===== src/sv/pts_pkg.sv =====
// Shared constants, codes and types for the prime test and search block.
package pts_pkg;

  // Width that values are kept to, never wider than the 32-bit data field.
  localparam int WIDTH = 32;
  localparam int LW    = (WIDTH < 32) ? WIDTH : 32;
  // Divisors stay below about the square root of the largest candidate.
  localparam int DW    = LW / 2 + 2;
  // Width of the running divisor square.
  localparam int SQW   = LW + 2;
  // Bit counter of the serial remainder unit.
  localparam int CW    = $clog2(LW + 1);

  localparam logic [LW-1:0] LIM_MAX = '1;

  localparam logic [1:0] OP_TEST = 2'd0;
  localparam logic [1:0] OP_NEXT = 2'd1;
  localparam logic [1:0] OP_PREV = 2'd2;

  localparam logic [1:0] ERR_OK       = 2'd0;
  localparam logic [1:0] ERR_RANGE    = 2'd1;
  localparam logic [1:0] ERR_OVERFLOW = 2'd2;

  typedef struct packed {
    logic done;
    logic prime;
  } trial_status_t;

endpackage


===== src/sv/pts_rem_serial.sv =====
// Bit-serial remainder unit: one dividend bit per cycle, restoring form.
module pts_rem_serial (
  input  logic                  clk,
  input  logic                  rst,
  input  logic                  start,
  input  logic [pts_pkg::LW-1:0] dividend,
  input  logic [pts_pkg::DW-1:0] divisor,
  output logic                  done,
  output logic                  zero
);

  logic [pts_pkg::LW-1:0] sh;
  logic [pts_pkg::DW-1:0] rem;
  logic [pts_pkg::CW-1:0] cnt;
  logic                   busy;
  logic [pts_pkg::DW:0]   trial;
  logic [pts_pkg::DW:0]   diff;

  assign trial = {rem, sh[pts_pkg::LW-1]};
  assign diff  = trial - {1'b0, divisor};
  assign zero  = (rem == '0);

  always_ff @(posedge clk) begin
    if (rst) begin
      busy <= 1'b0;
      done <= 1'b0;
      cnt  <= '0;
    end else begin
      done <= !start && busy && (cnt == pts_pkg::CW'(1));
      if (start) begin
        busy <= 1'b1;
        cnt  <= pts_pkg::CW'(pts_pkg::LW);
      end else if (busy) begin
        cnt <= cnt - pts_pkg::CW'(1);
        if (cnt == pts_pkg::CW'(1)) begin
          busy <= 1'b0;
        end
      end
    end
  end

  // A borrow means the partial remainder was below the divisor and is kept.
  always_ff @(posedge clk) begin
    if (start) begin
      sh  <= dividend;
      rem <= '0;
    end else if (busy) begin
      sh  <= sh << 1;
      rem <= diff[pts_pkg::DW] ? trial[pts_pkg::DW-1:0] : diff[pts_pkg::DW-1:0];
    end
  end

endmodule


===== src/sv/pts_trial.sv =====
// Trial division of one candidate by 3, 5, 7, ... while the divisor square fits.
module pts_trial (
  input  logic                   clk,
  input  logic                   rst,
  input  logic                   start,
  input  logic [pts_pkg::LW-1:0] cand,
  output pts_pkg::trial_status_t status
);

  typedef enum logic [2:0] {
    T_IDLE  = 3'b001,
    T_CHECK = 3'b010,
    T_WAIT  = 3'b100
  } tstate_t;

  tstate_t                 state;
  logic [pts_pkg::LW-1:0]  n;
  logic [pts_pkg::DW-1:0]  d;
  logic [pts_pkg::SQW-1:0] sq;
  logic                    sq_over;
  logic                    rem_start;
  logic                    rem_done;
  logic                    rem_zero;

  assign sq_over   = (sq > pts_pkg::SQW'(n));
  assign rem_start = (state == T_CHECK) && !sq_over;

  pts_rem_serial u_rem (
    .clk      (clk),
    .rst      (rst),
    .start    (rem_start),
    .dividend (n),
    .divisor  (d),
    .done     (rem_done),
    .zero     (rem_zero)
  );

  always_ff @(posedge clk) begin
    if (rst) begin
      state  <= T_IDLE;
      status <= '0;
    end else begin
      case (state)
        T_IDLE: begin
          // Values below four and even values are settled without division.
          if (start && (cand < pts_pkg::LW'(4) || !cand[0])) begin
            status.done  <= 1'b1;
            status.prime <= (cand >= pts_pkg::LW'(2)) && (cand < pts_pkg::LW'(4));
          end else begin
            status.done <= 1'b0;
            if (start) begin
              state <= T_CHECK;
            end
          end
        end
        T_CHECK: begin
          if (sq_over) begin
            status.done  <= 1'b1;
            status.prime <= 1'b1;
            state        <= T_IDLE;
          end else begin
            status.done <= 1'b0;
            state       <= T_WAIT;
          end
        end
        T_WAIT: begin
          if (rem_done && rem_zero) begin
            status.done  <= 1'b1;
            status.prime <= 1'b0;
            state        <= T_IDLE;
          end else begin
            status.done <= 1'b0;
            if (rem_done) begin
              state <= T_CHECK;
            end
          end
        end
        default: begin
          status.done <= 1'b0;
          state       <= T_IDLE;
        end
      endcase
    end
  end

  // (d + 2)^2 = d^2 + 4d + 4, so the square follows the divisor without a multiplier.
  always_ff @(posedge clk) begin
    if (state == T_IDLE && start) begin
      n  <= cand;
      d  <= pts_pkg::DW'(3);
      sq <= pts_pkg::SQW'(9);
    end else if (state == T_WAIT && rem_done && !rem_zero) begin
      d  <= d + pts_pkg::DW'(2);
      sq <= sq + (pts_pkg::SQW'(d) << 2) + pts_pkg::SQW'(4);
    end
  end

endmodule


===== src/sv/prime_test_and_search.sv =====
// Top level of the prime test and search block: operation sequencer and result register.
//
// Input channel s_*: s_tuser carries the operation (0 test, 1 next prime at or
// above, 2 previous prime at or below, 3 acts as test); s_tdata carries the value.
// Output channel m_*: m_tdata carries the prime found (the value itself for a
// test); m_tuser carries the prime flag and the error code.
// One item is worked on at a time. Each candidate is checked by trial division
// with a bit-serial remainder unit, one odd divisor after another while the
// divisor square does not exceed the candidate; even or small values are
// settled without division. A search repeats this for every odd candidate tried.
// That remainder unit sets the throughput. Results go through an output
// register: a new item is accepted while a finished result still waits, and
// the sequencer holds its result when the receiver stalls until the register
// frees. Reset empties the output register and returns all control to idle.
module prime_test_and_search (
  input  logic        clk,
  input  logic        rst,
  input  logic        s_tvalid,
  output logic        s_tready,
  input  logic [31:0] s_tdata,   // [31:0] value
  input  logic [1:0]  s_tuser,   // [1:0] operation
  output logic        m_tvalid,
  input  logic        m_tready,
  output logic [31:0] m_tdata,   // [31:0] prime_value
  output logic [2:0]  m_tuser    // [0] prime_flag, [2:1] error_code
);

  typedef enum logic [4:0] {
    S_IDLE   = 5'b00001,
    S_PREP   = 5'b00010,
    S_START  = 5'b00100,
    S_WAIT   = 5'b01000,
    S_FINISH = 5'b10000
  } state_t;

  state_t                 state;
  logic [1:0]             op;
  logic [pts_pkg::LW-1:0] v;
  logic [pts_pkg::LW-1:0] q;
  logic [pts_pkg::LW-1:0] res;
  logic                   flag;
  logic [1:0]             err;
  logic                   in_acc;
  logic                   trial_start;
  pts_pkg::trial_status_t tr;

  assign s_tready    = (state == S_IDLE);
  assign in_acc      = s_tvalid && s_tready;
  assign trial_start = (state == S_START);

  pts_trial u_trial (
    .clk    (clk),
    .rst    (rst),
    .start  (trial_start),
    .cand   (q),
    .status (tr)
  );

  always_ff @(posedge clk) begin
    if (rst) begin
      state    <= S_IDLE;
      m_tvalid <= 1'b0;
    end else begin
      if (m_tvalid && m_tready && state != S_FINISH) begin
        m_tvalid <= 1'b0;
      end
      case (state)
        S_IDLE: begin
          if (in_acc) begin
            state <= S_PREP;
          end
        end
        S_PREP: begin
          if (op == pts_pkg::OP_NEXT) begin
            state <= (v <= pts_pkg::LW'(2)) ? S_FINISH : S_START;
          end else if (op == pts_pkg::OP_PREV) begin
            state <= (v <= pts_pkg::LW'(3)) ? S_FINISH : S_START;
          end else begin
            state <= S_START;
          end
        end
        S_START: state <= S_WAIT;
        S_WAIT: begin
          if (tr.done) begin
            if (op == pts_pkg::OP_NEXT && !tr.prime &&
                q < pts_pkg::LIM_MAX - pts_pkg::LW'(1)) begin
              state <= S_START;
            end else if (op == pts_pkg::OP_PREV && !tr.prime) begin
              state <= S_START;
            end else begin
              state <= S_FINISH;
            end
          end
        end
        S_FINISH: begin
          if (!m_tvalid || m_tready) begin
            m_tvalid <= 1'b1;
            state    <= S_IDLE;
          end
        end
        default: state <= S_IDLE;
      endcase
    end
  end

  always_ff @(posedge clk) begin
    if (in_acc) begin
      op <= s_tuser;
      v  <= s_tdata[pts_pkg::LW-1:0];
    end
    case (state)
      S_PREP: begin
        flag <= 1'b0;
        if (op == pts_pkg::OP_NEXT) begin
          err <= pts_pkg::ERR_OK;
          res <= (v <= pts_pkg::LW'(2)) ? pts_pkg::LW'(2) : '0;
          q   <= v | pts_pkg::LW'(1);
        end else if (op == pts_pkg::OP_PREV) begin
          err <= (v < pts_pkg::LW'(2)) ? pts_pkg::ERR_RANGE : pts_pkg::ERR_OK;
          res <= (v >= pts_pkg::LW'(2) && v <= pts_pkg::LW'(3)) ? v : '0;
          q   <= v[0] ? v : v - pts_pkg::LW'(1);
        end else begin
          err <= pts_pkg::ERR_OK;
          res <= '0;
          q   <= v;
        end
      end
      S_WAIT: begin
        if (tr.done) begin
          if (op == pts_pkg::OP_NEXT) begin
            if (tr.prime) begin
              res <= q;
            end else if (q >= pts_pkg::LIM_MAX - pts_pkg::LW'(1)) begin
              err <= pts_pkg::ERR_OVERFLOW;
            end else begin
              q <= q + pts_pkg::LW'(2);
            end
          end else if (op == pts_pkg::OP_PREV) begin
            if (tr.prime) begin
              res <= q;
            end else begin
              q <= q - pts_pkg::LW'(2);
            end
          end else begin
            res  <= q;
            flag <= tr.prime;
          end
        end
      end
      default: ;
    endcase
    if (state == S_FINISH && (!m_tvalid || m_tready)) begin
      m_tdata <= 32'(res);
      m_tuser <= {err, flag};
    end
  end

  // The trial unit only reports while the sequencer waits for it.
  a_trial_done_in_wait: assert property (@(posedge clk) disable iff (rst)
    tr.done |-> state == S_WAIT)
    else $error("trial result outside of wait state");

  // Search candidates are always odd.
  a_search_odd: assert property (@(posedge clk) disable iff (rst)
    (state == S_START && (op == pts_pkg::OP_NEXT || op == pts_pkg::OP_PREV)) |-> q[0])
    else $error("even search candidate");

  // An error result carries a zero value.
  a_err_zero: assert property (@(posedge clk) disable iff (rst)
    (m_tvalid && m_tuser[2:1] != pts_pkg::ERR_OK) |-> m_tdata == 32'd0)
    else $error("error result with nonzero value");

  // A prime flag never comes with an error.
  a_flag_ok: assert property (@(posedge clk) disable iff (rst)
    (m_tvalid && m_tuser[0]) |-> m_tuser[2:1] == pts_pkg::ERR_OK)
    else $error("prime flag with error code");

endmodule

===== config.mk =====
export PLATFORM = sky130hd
export DESIGN_NAME = prime_test_and_search
export DESIGN_NICKNAME = d
export VERILOG_FILES = /design/src/sv/pts_pkg.sv /design/src/sv/pts_rem_serial.sv /design/src/sv/pts_trial.sv /design/src/sv/prime_test_and_search.sv
export SDC_FILE = /design/constraint.sdc
export NUM_CORES = 1
export LEC_CHECK = 0
export BUFFER_PORTS_ARGS = -buffer_cell sky130_fd_sc_hd__buf_2
export CAP_MARGIN = 25
export CORE_ASPECT_RATIO = 1.5
export CORE_MARGIN = 2
export CORE_UTILIZATION = 45
export DETAILED_ROUTE_END_ITERATION = 10
export GPL_TIMING_DRIVEN = 0
export SYNTH_ARGS = -nofsm -noshare
export SYNTH_HDL_FRONTEND = slang
export SYNTH_SLANG_ARGS = --single-unit

===== constraint.sdc =====
create_clock -name clk -period 4.4 [get_ports clk]
set_input_delay 0.22 -clock clk [delete_from_list [all_inputs] [get_ports clk]]
set_output_delay 0.22 -clock clk [all_outputs]
set_load 0.05 [all_outputs]

* Yosys cells after proc, flatten, opt, wreduce, memory -nomap -nowiden
Index checks and enable logic that the tools add are counted.
** Word-level totals
- Bits in registers :: 289
- Bits in latches :: 0
- RAM bits :: 0
- ROM bits :: 0
- Output and inout port bits :: 37
- Word-level logic and storage cells :: 170
- Memories :: 0
** Operators by class
- Add/sub/neg operators :: 8
- Multipliers :: 0
- Div/mod/pow operators :: 0
- Magnitude comparators :: 9
- Equality and inequality tests :: 28
- Shifts and indexed selects :: 0
- Muxes and demuxes :: 66
- Bitwise logic cells :: 0
- Reduce and logical (&&, ||, !) cells :: 37
** Operator list (number)
- 32-bit 2-to-1 mux :: 18
- 32-bit one-hot mux with 2 select lines :: 2
- 32-bit by 2-bit >= comparator with 1-bit output (second input constant) :: 2
- 32-bit by 2-bit <= comparator with 1-bit output (second input constant) :: 2
- 5-bit 2-to-1 mux :: 9
- 34-bit by 20-bit adder with 34-bit output :: 1
- 34-bit by 3-bit adder with 34-bit output (second input constant) :: 1
- 34-bit by 32-bit greater-than comparator with 1-bit output :: 1
- 32-bit by 2-bit adder with 32-bit output (second input constant) :: 1
- 32-bit >= comparator (second input constant) :: 1
- 32-bit by 2-bit less-than comparator with 1-bit output (second input constant) :: 1
- 32-bit by 3-bit less-than comparator with 1-bit output (second input constant) :: 1
- 32-bit less-than comparator (second input constant) :: 1
- 32-bit by 1-bit subtractor with 32-bit output (second input constant) :: 1
- 32-bit by 2-bit subtractor with 32-bit output (second input constant) :: 1
- 5-bit one-hot mux with 5 select lines :: 1
- 19-bit by 18-bit subtractor with 19-bit output :: 1
- 18-bit by 2-bit adder with 18-bit output (second input constant) :: 1
- 18-bit zero test :: 1
- 1-bit 2-to-1 mux :: 18
- 18-bit 2-to-1 mux :: 1
- 1-bit logical AND :: 17
- 3-bit 2-to-1 mux :: 5
- 2-bit != test (second input constant) :: 7
- other kinds (31) :: 53

* Depth between registers and ports, before layout
- Word-level depth :: 6
- Gate-level depth with buffers :: 14

* Modules after synthesis
A second synthesis with hierarchy kept.
** Unflattened totals
- Cells, all modules :: 1577
- Area, all modules :: 16135.5 um2
** By module, submodules not included
- prime_test_and_search :: instances 1, cells an instance 683, area each 7546.0 um2, seq. area each 4204.0 um2
- pts_trial :: instances 1, cells an instance 534, area each 5012.3 um2, seq. area each 2021.9 um2
- pts_rem_serial :: instances 1, cells an instance 360, area each 3577.2 um2, seq. area each 1481.4 um2

* Worst setup path before layout
Ideal clock, no wire load.
- Path kind :: register to register
- Start :: register u_trial.d[2] (netlist bit)
- End :: register u_trial.sq[30] (netlist bit)
- Setup time :: 132 ps
- Arrival time :: 3034 ps
- Data required time :: 4268 ps
- Setup slack :: 1234 ps
- Stages on the path, launching flop included :: 13
- Clock period less this slack :: 3166 ps
- Path through :: dfxtp_1 > ha_1 > ha_1 > fa_1 > a21o_1 > a21oi_1 > o21bai_1 > o31a_1 > a211oi_1 > o211a_1 > clkbuf_1 > or4_1 > a21oi_1
** On the way
- Cells in the longest elaborated chain, start to end :: 2
** RTL lines
- start: declaration :: RTL line pts_trial.sv:18 : logic [pts_pkg::DW-1:0] d;
- start signal: assignment :: RTL line pts_trial.sv:90 : d <= pts_pkg::DW'(3);
- start signal: assignment :: RTL line pts_trial.sv:93 : d <= d + pts_pkg::DW'(2);
- 34-bit by 20-bit adder with 34-bit output :: RTL line pts_trial.sv:94 : sq <= sq + (pts_pkg::SQW'(d) << 2) + pts_pkg::SQW'(4);
- 34-bit by 3-bit adder with 34-bit output :: RTL line pts_trial.sv:94
- end signal: assignment :: RTL line pts_trial.sv:91 : sq <= pts_pkg::SQW'(9);
- end signal: assignment :: RTL line pts_trial.sv:94
- end: declaration :: RTL line pts_trial.sv:19 : logic [pts_pkg::SQW-1:0] sq;
Every way passes these cells.
A chain may end at the register's enable or synchronous reset.

* Worst setup path after layout
- Start :: register u_trial.sq[29] (netlist bit)
- End :: register u_trial.u_rem.sh[27] (netlist bit) (data pin)
** On the way
- Cells in the longest elaborated chain, start to end :: 4
** RTL lines
- 34-bit by 32-bit greater-than comparator with 1-bit output :: RTL line pts_trial.sv:25 : assign sq_over = (sq > pts_pkg::SQW'(n));
- 1-bit zero test :: RTL line pts_trial.sv:26 : assign rem_start = (state == T_CHECK) && !sq_over;
- 1-bit logical AND :: RTL line pts_trial.sv:26
- 32-bit 2-to-1 mux :: RTL line pts_rem_serial.sv:44 : if (start) begin
- end signal: assignment :: RTL line pts_rem_serial.sv:45 : sh <= dividend;
- end signal: assignment :: RTL line pts_rem_serial.sv:48 : sh <= sh << 1;
- end: declaration :: RTL line pts_rem_serial.sv:12 : logic [pts_pkg::LW-1:0] sh;
Every way passes these cells.

==> impl_metrics.env <==
export IMPL_status="finished, final reports clean"
export IMPL_required_ps=4710
export IMPL_pre_cts_ws_ps=259
export IMPL_die_w_um=154
export IMPL_rrSetupSlack_ps=370
export IMPL_final_period_utilization_pct=91.7
export IMPL_hold_path_class="in2reg"
export IMPL_cp_startpoint="u_trial.sq[29]"
export IMPL_synth_edf_count=200
export IMPL_drc=0
export IMPL_io_pins=75
export IMPL_nets=1752
export IMPL_dr_total_vias=11279
export IMPL_synthCells=1476
export IMPL_endpoint="u_trial.u_rem.sh[27]"
export IMPL_synthArstFlopShare_pct=0
export IMPL_synthDistinctLibCells=63
export IMPL_cp_arrival_ps=4350
export IMPL_insertion_delay_ps=560
export IMPL_viasPerCell=5.46
export IMPL_area_growth_pct=16.1
export IMPL_ys_warnings_count=0
export IMPL_place_inst=1975
export IMPL_grt_max_degree=33
export IMPL_start_util_pct=45.5
export IMPL_rr_worst_depth=10
export IMPL_min_period_ps=4030
export IMPL_grt_pass1_wl_um=59000
export IMPL_r2r_end="u_trial.u_rem.sh[27]"
export IMPL_yosysTopAreaCell="edfxtp_1"
export IMPL_cts_sinks=285
export IMPL_finalClockSkew_ps=22.4
export IMPL_start_kind="register"
export IMPL_cts_max_path_buffers=3
export IMPL_htreeDepth=1
export IMPL_rsz0062_at_grt="no"
export IMPL_cp_common_cell="clkbuf_1"
export IMPL_drt_iter0_drc=617
export IMPL_grt_pass1_vias=11268
export IMPL_finalSetupViolations=0
export IMPL_r2r_start="u_trial.sq[29]"
export IMPL_synth_area_leaders="edfxtp_1 40%, dfxtp_1 11%, ha_1 7.4%, xnor2_1 4.9%, nand2_1 4.5%"
export IMPL_core_region_area_sq_um=33300
export IMPL_stdcell_count=2064
export IMPL_critPathKind="reg2reg"
export IMPL_yosysSeqAreaShare_pct=50.8
export IMPL_power_density_nw_per_um2=360
export IMPL_finalWeightedCongestion=0.902
export IMPL_antenna_found_initial=0
export IMPL_tns_ps=0
export IMPL_syn_area_sq_um=15200
export IMPL_die_h_um=229
export IMPL_ys_flop_type="edfxtp_1"
export IMPL_root_buffer="clkbuf_16"
export IMPL_dpl_instance_area_sq_um=16200
export IMPL_final_area_sq_um=17600
export IMPL_cellLeakagePower_nw=6.65
export IMPL_irDropWorstVdd_mv=0.324
export IMPL_slew_headroom_pct=37.2
export IMPL_fin_util_pct=52.8
export IMPL_fin_ws_ps=365
export IMPL_place_hpwl_um=29100
export IMPL_cp_max_fo=10
export IMPL_placementRows=82
export IMPL_synth_area_per_cell_sq_um=10.3
export IMPL_yosysTopAreaCellShare_pct=39.6
export IMPL_drtPass1Iterations=5
export IMPL_clk_pin_slew_ps=70
export IMPL_crit_path_end_kind="register"
export IMPL_slowest_stage="o22ai_1"
export IMPL_crit_path_max_incr_delay_ps=530
export IMPL_cp_cell_sequence="ha_1 -> a211oi_1 -> o21ai_0 -> a2111oi_0 -> o31ai_1 -> o22ai_1 -> and2_1 -> clkbuf_1 -> clkbuf_1 -> mux2_2"
export IMPL_cts_tree="done"
export IMPL_die_area_sq_um=35200
export IMPL_drt_wirelength_per_cell_um=18.1
export IMPL_max_freq_mhz=248
export IMPL_grt_usage_pct=21.1
export IMPL_synth_seq_cells=285
export IMPL_drive_above_1_share_pct=10.8
export IMPL_syn_nets=1606
export IMPL_drt_total_wl_um=37300
export IMPL_cts_inserted_buffers=29
export IMPL_antenna_left=0
export IMPL_finalHoldViolCount=0
export IMPL_cap_violations=0
export IMPL_antenna_cells=0
export IMPL_port_buffer_count=73
export IMPL_maxSlewViolCount=0
export IMPL_gr_total_overflow=0
export IMPL_tightestPinTransition_ps=934
## metrics by stage
step                      total power (W)  hold WS, ps
final                             0.00634         70.7
after global routing              0.00659         92.6
after CTS                         0.00640         56.9
after detailed placement          0.00375          398
after global placement            0.00373          396
after floorplan                   0.00356          319
## worst min-delay path by stage
stage / cells past startpoint / to / slack, ps / from
floorplan: 0 / op[0] / 320 / s_tuser[0]
global placement: 1 / v[13] / 400 / s_tdata[13]
detailed placement: 1 / v[0] / 400 / s_tdata[0]
CTS: 2 / u_trial.u_rem.busy / 60 / rst
global route: 2 / u_trial.u_rem.busy / 90 / rst
finish: 2 / u_trial.u_rem.busy / 70 / rst
## area by class of cell
type,instances,area [sq um]
inverters,75,282
clock buffers,36,815
well taps,420,526
fillers,2981,15700
flip-flops and latches,285,7710
plain buffers,59,230
repair buffers,115,868
clock inverters,17,210
multi-input cells,1057,6970
## where the power goes
group	switching, W	internal [W]	leakage (nW)	total [W]
clock network	0.00107	0.00156	0.505	0.00262
registers	0.0000791	0.00293	2.50	0.00301
logic	0.000397	0.000305	3.64	0.000702
total	0.00155	0.00479	6.65	0.00634
## synthesized netlist by cell type (all sizes together), types with 4 or more instances
| library cell | n |
|---|---|
| clkbuf | 53 |
| a21o | 20 |
| nand3b | 4 |
| xor2 | 31 |
| buf | 6 |
| mux2i | 21 |
| ha | 90 |
| dfxtp | 85 |
| or2 | 5 |
| a31oi | 10 |
| nand3 | 32 |
| nand2b | 8 |
| and3 | 13 |
| nand2 | 183 |
| nor2b | 10 |
| nor3 | 41 |
| nand4 | 21 |
| a21oi | 108 |
| nor4 | 23 |
| xnor2 | 84 |
| o211ai | 8 |
| edfxtp | 200 |
| a211oi | 27 |
| o21bai | 5 |
| or4 | 20 |
| inv | 74 |
| o22ai | 5 |
| o21ai | 63 |
| mux2 | 32 |
| or3 | 13 |
| o41ai | 5 |
| o31ai | 13 |
| nor2 | 115 |
## cells in the final DEF (no fill, tap or decap), drive strengths merged, types with 8 or more instances in the layout
master / synthesis / final
a211oi: 27 / 27
a21o: 20 / 20
a21oi: 108 / 108
a31oi: 10 / 10
and3: 13 / 13
buf: 6 / 85
clkbuf: 53 / 89
clkinv: 1 / 10
dfxtp: 85 / 85
dlygate4sd3: 0 / 36
edfxtp: 200 / 200
ha: 90 / 90
inv: 74 / 76
mux2: 32 / 32
mux2i: 21 / 21
nand2: 183 / 183
nand2b: 8 / 8
nand3: 32 / 32
nand4: 21 / 21
nor2: 115 / 115
nor2b: 10 / 10
nor3: 41 / 41
nor4: 23 / 23
o211ai: 8 / 8
o21ai: 63 / 63
o31ai: 13 / 13
or3: 13 / 13
or4: 20 / 20
xnor2: 84 / 84
xor2: 31 / 31
## flip-flops by register name, indices dropped and copies added, names as in the netlist
name / cells
u_trial.u_rem.rem: 18
m_tuser: 3
flag: 1
u_trial.u_rem.busy: 1
u_trial.u_rem.done: 1
u_trial.d: 17
u_trial.state: 3
res: 32
err: 2
m_tvalid: 1
u_trial.sq: 31
m_tdata: 32
u_trial.u_rem.cnt: 6
u_trial.u_rem.sh: 32
u_trial.status: 2
v: 32
state: 5
q: 32
op: 2
u_trial.n: 32
## critical path, delay by kind of cell, from the launching register on
kind	cells	cell delay, ps
AOI/OAI and AO/OA	5	1590
DFF	1	420
and+or+nand+nor	1	210
buffers and inverters	2	860
adders and majority gates	1	300
muxes	1	390
## routing by layer
| layer | track usage (%) | wire [um] |
|---|---|---|
| met1 | 22.4 | 14300 |
| met2 | 40.8 | 20100 |
| met3 | 2.20 | 979 |
| met4 | 10.9 | 2020 |
| met5 | 0 | 0 |
## logic make-up after synthesis
logic type      Yosys count  share of synthesized area, %
compound gates          293                          11.8
mux                      53                          3.76
xor+xnor                115                          6.64
flops                   285                          50.8
fa+ha+maj                92                          7.69
buf+inv                 134                          3.37
simple gates            504                          15.9
## what timing repair did
| item | 4_1_cts | 5_1_grt |
|---|---|---|
| hold endpoints to repair | 36 | 0 |
| buffers inserted | 0 | 0 |
| resized for setup | 0 | 0 |
| hold buffers | 36 | 0 |
Note: power is estimated with default switching activity, not from simulation.
